--- src/rtl/fckvt_pkg.sv ---
// ----------------------------------------------------------------------------
// fckvt_pkg
// Shared types, codes and helpers for the fixed-capacity key/value table.
// ----------------------------------------------------------------------------
package fckvt_pkg;

  localparam int unsigned KEY_W       = 64;
  localparam int unsigned VALUE_W     = 32;
  localparam int unsigned STATUS_W    = 3;
  localparam int unsigned COUNT_OUT_W = 5;

  localparam int unsigned CAPACITY_DEF  = 16;
  localparam int unsigned KEY_BYTES_DEF = 8;

  // Command codes
  localparam logic CMD_SET   = 1'b0;
  localparam logic CMD_UNSET = 1'b1;

  // Result status codes
  localparam logic [STATUS_W-1:0] ST_UPDATED  = 3'd0;
  localparam logic [STATUS_W-1:0] ST_INSERTED = 3'd1;
  localparam logic [STATUS_W-1:0] ST_FULL     = 3'd2;
  localparam logic [STATUS_W-1:0] ST_REMOVED  = 3'd3;
  localparam logic [STATUS_W-1:0] ST_NOTFOUND = 3'd4;

  // Controller to datapath
  typedef struct packed {
    logic load_in;   // latch a new item
    logic do_cmp;    // compare key against all live entries
    logic do_apply;  // update the table and load the output register
  } ctrl_cmd_t;

  // Datapath to controller
  typedef struct packed {
    logic out_full;  // output register holds a result not yet taken
  } dp_status_t;

  // Key text ends at the first NUL byte or at nbytes, whichever comes first.
  function automatic logic [KEY_W-1:0] norm_key(logic [KEY_W-1:0] raw,
                                                 int unsigned nbytes);
    logic [KEY_W-1:0] r;
    logic             live;
    r    = '0;
    live = 1'b1;
    for (int unsigned b = 0; b < KEY_W / 8; b++) begin
      if (raw[8*b +: 8] == 8'd0 || b >= nbytes) live = 1'b0;
      if (live) r[8*b +: 8] = raw[8*b +: 8];
    end
    return r;
  endfunction

endpackage

--- src/rtl/fixed_capacity_key_value_table.sv ---
// ----------------------------------------------------------------------------
// fixed_capacity_key_value_table
// Packed key/value table with set (update/insert) and unset (remove).
// ----------------------------------------------------------------------------
// Usage:
//   Input channel (in_valid/in_stall) carries command, key and value; a
//   transfer happens on a rising edge with in_valid high and in_stall low.
//   Output channel (out_valid/out_stall) carries status, entry_count and
//   empty_flag, one result per input item, in order.
//   After the input transfer the item is compared against all live entries
//   (S_CMP) and then applied (S_APPLY), which loads the result register.
//   The next item is taken in the apply cycle of the current one.
//   Reset empties the table (entry count zero) and drops any pending result;
//   in_stall stays high while rst is asserted.
//   Entry storage is not cleared; only live entries are ever compared.
//   When the receiver stalls, the result register holds; one more item can
//   be taken and compared, then in_stall rises until the result drains.
// ----------------------------------------------------------------------------
module fixed_capacity_key_value_table #(
  parameter int unsigned CAPACITY  = fckvt_pkg::CAPACITY_DEF,
  parameter int unsigned KEY_BYTES = fckvt_pkg::KEY_BYTES_DEF
) (
  input  logic                                    clk,
  input  logic                                    rst,
  input  logic                                    in_valid,
  output logic                                    in_stall,
  input  logic                                    command,
  input  logic [fckvt_pkg::KEY_W-1:0]             key,
  input  logic signed [fckvt_pkg::VALUE_W-1:0]    value,
  output logic                                    out_valid,
  input  logic                                    out_stall,
  output logic [fckvt_pkg::STATUS_W-1:0]          status,
  output logic [fckvt_pkg::COUNT_OUT_W-1:0]       entry_count,
  output logic                                    empty_flag
);

  fckvt_pkg::ctrl_cmd_t  cmd;
  fckvt_pkg::dp_status_t dp_sts;

  fckvt_ctrl u_ctrl (
    .clk       (clk),
    .rst       (rst),
    .in_valid  (in_valid),
    .in_stall  (in_stall),
    .out_stall (out_stall),
    .dp_sts    (dp_sts),
    .cmd       (cmd)
  );

  fckvt_dpath #(
    .CAPACITY  (CAPACITY),
    .KEY_BYTES (KEY_BYTES)
  ) u_dpath (
    .clk         (clk),
    .rst         (rst),
    .cmd         (cmd),
    .dp_sts      (dp_sts),
    .command     (command),
    .key         (key),
    .value       (value),
    .out_stall   (out_stall),
    .out_valid   (out_valid),
    .status      (status),
    .entry_count (entry_count),
    .empty_flag  (empty_flag)
  );

endmodule

--- src/rtl/fckvt_ctrl.sv ---
// ----------------------------------------------------------------------------
// fckvt_ctrl
// Sequencer: accept, compare, apply. Issues datapath commands and handshakes.
// ----------------------------------------------------------------------------
module fckvt_ctrl (
  input  logic                   clk,
  input  logic                   rst,
  input  logic                   in_valid,
  output logic                   in_stall,
  input  logic                   out_stall,
  input  fckvt_pkg::dp_status_t  dp_sts,
  output fckvt_pkg::ctrl_cmd_t   cmd
);

  localparam logic [1:0] S_IDLE  = 2'd0;
  localparam logic [1:0] S_CMP   = 2'd1;
  localparam logic [1:0] S_APPLY = 2'd2;

  logic [1:0] state;
  logic [1:0] state_next;
  logic       can_load;
  logic       accept;

  // The output register can take a result if empty or being drained.
  assign can_load = !dp_sts.out_full || !out_stall;
  assign in_stall = rst || !((state == S_IDLE) || (state == S_APPLY && can_load));
  assign accept   = in_valid && !in_stall;

  assign cmd.load_in  = accept;
  assign cmd.do_cmp   = (state == S_CMP);
  assign cmd.do_apply = (state == S_APPLY) && can_load;

  always_comb begin
    state_next = state;
    case (state)
      S_IDLE: begin
        if (accept) state_next = S_CMP;
      end
      S_CMP: begin
        state_next = S_APPLY;
      end
      S_APPLY: begin
        // next item may enter while this one retires
        if (can_load) state_next = accept ? S_CMP : S_IDLE;
      end
      default: begin
        state_next = S_IDLE;
      end
    endcase
  end

  always_ff @(posedge clk) begin
    if (rst) begin
      state <= S_IDLE;
    end else begin
      state <= state_next;
    end
  end

endmodule

--- src/rtl/fckvt_dpath.sv ---
// ----------------------------------------------------------------------------
// fckvt_dpath
// Entry registers, parallel key compare, shift-down removal, result register.
// ----------------------------------------------------------------------------
module fckvt_dpath #(
  parameter int unsigned CAPACITY  = fckvt_pkg::CAPACITY_DEF,
  parameter int unsigned KEY_BYTES = fckvt_pkg::KEY_BYTES_DEF
) (
  input  logic                                    clk,
  input  logic                                    rst,
  input  fckvt_pkg::ctrl_cmd_t                    cmd,
  output fckvt_pkg::dp_status_t                   dp_sts,
  input  logic                                    command,
  input  logic [fckvt_pkg::KEY_W-1:0]             key,
  input  logic signed [fckvt_pkg::VALUE_W-1:0]    value,
  input  logic                                    out_stall,
  output logic                                    out_valid,
  output logic [fckvt_pkg::STATUS_W-1:0]          status,
  output logic [fckvt_pkg::COUNT_OUT_W-1:0]       entry_count,
  output logic                                    empty_flag
);

  localparam int unsigned CNT_W = $clog2(CAPACITY + 1);
  localparam int unsigned IDX_W = (CAPACITY > 1) ? $clog2(CAPACITY) : 1;

  // Latched item
  logic                                 cmd_q;
  logic [fckvt_pkg::KEY_W-1:0]          key_q;
  logic signed [fckvt_pkg::VALUE_W-1:0] value_q;

  // Entry storage, one register per slot
  logic [fckvt_pkg::KEY_W-1:0]          keys   [CAPACITY];
  logic signed [fckvt_pkg::VALUE_W-1:0] values [CAPACITY];
  logic [CNT_W-1:0]                     count;
  logic [CNT_W-1:0]                     count_next;

  logic [CAPACITY-1:0]                  match_q;
  logic [CAPACITY-1:0]                  match_now;
  logic [IDX_W-1:0]                     hit_idx;
  logic                                 hit;
  logic                                 full;
  logic [fckvt_pkg::STATUS_W-1:0]       status_next;

  always_ff @(posedge clk) begin
    if (cmd.load_in) begin
      cmd_q   <= command;
      key_q   <= fckvt_pkg::norm_key(key, KEY_BYTES);
      value_q <= value;
    end
  end

  // Live entries hold unique keys, so at most one bit of the vector is set.
  always_comb begin
    for (int unsigned i = 0; i < CAPACITY; i++) begin
      match_now[i] = (CNT_W'(i) < count) && (keys[i] == key_q);
    end
  end

  always_ff @(posedge clk) begin
    if (cmd.do_cmp) match_q <= match_now;
  end

  always_comb begin
    hit_idx = '0;
    for (int unsigned i = 0; i < CAPACITY; i++) begin
      if (match_q[i]) hit_idx = hit_idx | IDX_W'(i);
    end
  end

  assign hit  = |match_q;
  assign full = (count == CNT_W'(CAPACITY));

  always_comb begin
    count_next  = count;
    status_next = fckvt_pkg::ST_UPDATED;
    if (cmd_q == fckvt_pkg::CMD_SET) begin
      if (hit) begin
        status_next = fckvt_pkg::ST_UPDATED;
      end else if (full) begin
        status_next = fckvt_pkg::ST_FULL;
      end else begin
        status_next = fckvt_pkg::ST_INSERTED;
        count_next  = count + 1'b1;
      end
    end else begin
      if (hit) begin
        status_next = fckvt_pkg::ST_REMOVED;
        count_next  = count - 1'b1;
      end else begin
        status_next = fckvt_pkg::ST_NOTFOUND;
      end
    end
  end

  // Each slot either takes a new value, takes the new entry, or copies its
  // upper neighbor when removal closes the gap.
  always_ff @(posedge clk) begin
    if (cmd.do_apply) begin
      for (int unsigned i = 0; i < CAPACITY; i++) begin
        if (cmd_q == fckvt_pkg::CMD_SET) begin
          if (hit) begin
            if (match_q[i]) values[i] <= value_q;
          end else if (!full && CNT_W'(i) == count) begin
            keys[i]   <= key_q;
            values[i] <= value_q;
          end
        end else if (hit && (i + 1 < CAPACITY) && (IDX_W'(i) >= hit_idx)) begin
          keys[i]   <= keys[(i + 1) % CAPACITY];
          values[i] <= values[(i + 1) % CAPACITY];
        end
      end
    end
  end

  always_ff @(posedge clk) begin
    if (rst) begin
      count <= '0;
    end else if (cmd.do_apply) begin
      count <= count_next;
    end
  end

  // Result register
  always_ff @(posedge clk) begin
    if (rst) begin
      out_valid <= 1'b0;
    end else if (cmd.do_apply) begin
      out_valid <= 1'b1;
    end else if (!out_stall) begin
      out_valid <= 1'b0;
    end
  end

  always_ff @(posedge clk) begin
    if (cmd.do_apply) begin
      status      <= status_next;
      entry_count <= fckvt_pkg::COUNT_OUT_W'(count_next);
      empty_flag  <= (count_next == '0);
    end
  end

  assign dp_sts.out_full = out_valid;

endmodule

--- config.mk ---
export PLATFORM = sky130hd
export DESIGN_NAME = fixed_capacity_key_value_table
export DESIGN_NICKNAME = d
export VERILOG_FILES = /design/src/rtl/fckvt_pkg.sv /design/src/rtl/fixed_capacity_key_value_table.sv /design/src/rtl/fckvt_ctrl.sv /design/src/rtl/fckvt_dpath.sv
export SDC_FILE = /design/constraint.sdc
export NUM_CORES = 2
export LEC_CHECK = 0
export CORE_MARGIN = 4
export CORE_UTILIZATION = 53
export DETAILED_ROUTE_END_ITERATION = 7
export DONT_BUFFER_PORTS = 1
export PLACE_DENSITY_LB_ADDON = 0.05
export SKIP_CTS_REPAIR_TIMING = 1
export SYNTH_ARGS = -nofsm -noshare
export SYNTH_HDL_FRONTEND = slang
export SYNTH_SLANG_ARGS = --single-unit
--- constraint.sdc ---
create_clock -name clk -period 23.1 [get_ports clk]
set_input_delay 2.31 -clock clk [delete_from_list [all_inputs] [get_ports clk]]
set_output_delay 2.31 -clock clk [all_outputs]
set_load 0.1 [all_outputs]
# == Word-level counts from Yosys, hierarchy flattened ==
# Memories as Yosys holds them, arrays and structs flattened.
# Cells that the tools add are included.
# op_classes
add_sub_neg,2
mux,203
order_cmp,31
n_eq_ne,37
n_bitwise,15
n_reduce_logical,71
# ops
cell,count
$eq 64x64->1,16
$mux 64,16
$mux 1,161
$logic_not 8->1,8
$reduce_or 64->1,1
$logic_and 1x1->1,49
$eq 4x5->1 const A,8
$lt 4x5->1 const A,8
$mux 4,9
$ge 4x4->1 const A,7
$mux 3,7
$eq 3x5->1 const A,4
$lt 3x5->1 const A,4
$mux 5,4
$ge 3x4->1 const A,4
$reduce_or 16->1,1
$or 1x1->1,15
$eq 2x5->1 const A,2
$logic_not 5->1,2
$lt 1x5->1 const A,2
$lt 2x5->1 const A,2
$mux 2,5
$ge 1x4->1 const A,2
$ge 2x4->1 const A,2
other kinds (12),20
# totals
memories,1
reg_bits,98
ram_bits,1024
output_inout_bits,11
word_cells,376
in_bits,101
# memory_table
name,words,width,rd,rd_ports_with_merged_regs,wr,line_no,rtl
u_dpath.keys,16,64,16,0,15,fckvt_dpath.sv:32,logic [fckvt_pkg::KEY_W-1:0] keys [CAPACITY];

# == Longest topological paths before layout ==
# logic_depth
word_depth,23
mapped_depth,11
ltp_nobuf,8

# == Hierarchy ==
# Synthesis repeated with hierarchy kept, for this count alone.
# unflattened
hier_cells,4352
hier_area_um2,58125.7
# modules_own_cells
module,cells_each,area_per_inst_um2,seq_area_each_um2,n_inst
fckvt_dpath,4338,58011.9,33572.2,1
fckvt_ctrl,14,113.9,40.0,1

# == Least setup slack after synthesis ==
# Ideal clock, no wire load.
# synth_path
path_kind,in2reg
start,input port out_stall
end,memory u_dpath.keys[1][448] in the netlist's numbering (enable)
cell_stages,5
arrival_time_ps,9560
setup_ps,667
setup_slack_ps,12873
required_time_ps,22433
path_cell_list,nand2_1 -> nand2b_1 -> clkbuf_1 -> or3_1 -> nor4b_1
# synth_rtl
element,line_no,rtl
"start, declared",fixed_capacity_key_value_table.sv:31,"input logic out_stall,"
"end, declared",fckvt_dpath.sv:32,

# == Worst setup path after layout ==
# layout_path
start,input port out_stall
end,output port in_stall
# layout_via
elab_chain_len,6
# layout_rtl
element,line_no,rtl
$logic_not 1->1,n/a,
$logic_or 1x1->1,fckvt_ctrl.sv:25,assign can_load = !dp_sts.out_full || !out_stall;
$logic_and 1x1->1,fckvt_ctrl.sv:26,assign in_stall = rst || !((state == S_IDLE) || (state == S_APPLY && can_load));
$logic_or 1x1->1,fckvt_ctrl.sv:26,
$logic_not 1->1,fckvt_ctrl.sv:26,
$logic_or 1x1->1,fckvt_ctrl.sv:26,
"end, declared",fixed_capacity_key_value_table.sv:26,"output logic in_stall,"
# No other way between the ends.

==> reports/metrics.cfg <==
[worst_setup_path]
timing.rr.end=u_dpath.keys[0][348]
crit_path_start_kind=input port
path_class=in2out
slowest_delay_ns=0.81
r2r-start=u_dpath.dp_sts
crit_path_start=out_stall
crit_cells=2
rrSetupSlack_ns=18.33
cp_num_buf_inv=0
endpoint_kind=output pin
critPathTopFamily=simple AND/OR/NAND/NOR gates
path_cells=and3_1 -> or3_1
r2r_cells=9
arrival_ns=3.28
cp.required_ns=20.79
slowest_stage=or3_1
path_max_fanout=3

[power_and_ir_drop]
pwr-share-comb_pct=6.6
p_sw_mw=1.038
intPower_mw=3.345
pwr-share-clk_pct=41.9
ir_drop_v=0.00006405
swShare_pct=23.68
power_density_nw_per_um2=69.26
power_leakage_nw=19.89
totalPowerFinal_mw=4.383
pwr-share-seq_pct=51.5

[synthesis]
async_flop_share_pct=0
yosysTopAreaCellShare_pct=57.56
seq_area_frac_synth_pct=57.84
yosysMostFrequentCell=edfxtp_1
synth_top_family_by_area=XOR/XNOR gates
synth_edf_count=1114
synth_xor_area_share_pct=13.90
synth_common_cells=edfxtp_1 (1114), xnor2_1 (534), mux2_2 (451)
synth_compound_area_share_pct=5.115
yosys_warnings=0
synth-simple-area-share_pct=7.742
synth_area_sq_um=58120
synthCells=4516
syn_area_per_cell_sq_um=12.87
synth_flop_cell=edfxtp_1
ys_ff_latch=1122
yosysTopAreaCell=edfxtp_1
synthTopCellsByArea=edfxtp_1 (58%), mux2_2 (8.7%), xnor2_1 (8.0%), xor2_1 (5.8%), o21ai_0 (3.0%)
synth.distinct_cells=69
synth_fa_ha_area_share_pct=0.1076
synth.area.mux_share_pct=11.82
syn_nets=4622

[global_route]
grt.overflow.total=0
grt_usage_pct=37.93
grt_pass1_vias=37010
grt_pass1_wl_um=301300
antenna_found_initial=10
grt_max_degree=102

[route]
final_antenna_net_count=0
highest_layer=met5
routedWlPerCell_um=37.72
dr_wl_met2_um=101500
drtIter0Drc=5936
wl_met3_um=22310
drc=0
first_pass_iters=6
via_per_inst=6.641
vias=39380
wl_met1_um=84930
finalWirelength_um=223700

[sta]
final-hold-violation-count=0
tightest_slew_ns=1.342
rsz0062_at_grt=no
finalCritPeriodShare_pct=24.20
final_max_slew_viol_count=0
fin_crit_ns=5.591
clock.fmax_ghz=0.1789
finalSetupTns_ns=0
fin_ws_ns=17.51
slew_headroom_pct=10.45
setup_violations=0
clock_skew_ns=0.02458
fin_hold_ws_ns=0.4988

[layout]
final_design_area_no_fill_sq_um=63280
final_cells=5930
layout-drive-gt1-share_pct=18.20
final_nets=4522
fin_util_pct=58.13
area_growth_pct=8.887
fillCellCount=8925

[cts]
cts_buffer_depth=3
clk_latency_ns=0.73
cts_tree=yes
clock-sinks=1122
root_buffer=clkbuf_16
htreeDepth=3
cts_buffers=119
path_clk_slew_ns=0.06

[place]
dpl.hpwl_um=151800
portBuffers=0
post-place-ws_ns=16.82
place.gp.congestion=0.9405
place_area_sq_um=59680
dpl.cell_count=5709

[worst_hold_path]
hp-class=reg2reg
hold_end=u_dpath.dp_sts
min_path_cells=2
hp-start=u_ctrl.state[1]

[floorplan]
pin_count=112
die_x_um=339.1
core_sq_um=108900
die_y_um=339.1
floorplan.die_area_sq_um=115000
rows=121
start_util_pct=53.39

[run]
drv_cap=0

[outcome]
outcome=finished clean

[power by group through the flow]
| stage | Combinational [mW] | Sequential [mW] | Clock, mW |
|---|---|---|---|
| final | 0.290 | 2.26 | 1.84 |
| after global routing | 0.298 | 2.25 | 1.93 |
| after global placement | 0.278 | 2.30 | 0 |
| after CTS | 0.282 | 2.25 | 1.85 |
| after floorplan | 0.164 | 2.30 | 0 |
| after detailed placement | 0.280 | 2.30 | 0 |
[cells by family after synthesis]
kind of cell	after synthesis
compound gates	512
xor+xnor	922
fa+ha+maj	5
buf+inv	474
flops	1122
mux	611
simple gates	870
[routing by layer]
| layer | vias to the layer above | GRT usage (%) |
|---|---|---|
| li1 | 16250 | - |
| met1 | 19950 | 50.29 |
| met2 | 2545 | 58.94 |
| met3 | 634 | 7.449 |
| met4 | 8 | 21.02 |
| met5 | - | 0 |
[placed cells by master, fill, tap and decap left out, drive strengths merged, types with 25 or more instances in the layout]
master,count
nor4,157
clkbuf,148
o22ai,39
xor2,388
xnor2,534
edfxtp,1114
nor3,26
and2,51
inv,88
nand3,30
clkinv,57
buf,168
nor2,25
nand4,160
nand2,380
o21ai,362
mux2,600
[how the worst max path moves through the flow]
| stage | end | slack (ns) |
|---|---|---|
| after global routing | u_dpath.keys[0][347] | 17.35 |
| final | in_stall | 17.51 |
| after floorplan | u_dpath.keys[1][448] | 12.87 |
| after CTS | in_stall | 17.51 |
| after global placement | u_dpath.keys[0][344] | 16.79 |
| after detailed placement | u_dpath.keys[0][324] | 16.82 |
[registers in the layout, indices dropped and copies added (netlist names)]
signal and flops:
u_ctrl.state 2, u_dpath.match_q 16, u_dpath.status 3, u_dpath.key_q 64, u_dpath.keys 1024, u_dpath.entry_count 5
u_dpath.dp_sts 1, u_dpath.empty_flag 1, u_dpath.count 5, u_dpath.cmd_q 1
[area by class of cell]
cell class	instances	area (sq um)	share of cell area, %
flip-flops and latches	1122	33610	53.12
clock inverters	67	452.9	0.7158
inverters	85	319.1	0.5042
well taps	1414	1769	2.796
multi-input cells	2920	22710	35.89
clock buffers	148	3129	4.945
diodes	6	15.01	0.02373
repair buffers	168	1274	2.013
No activity file was read; power rests on OpenSTA's default activity.
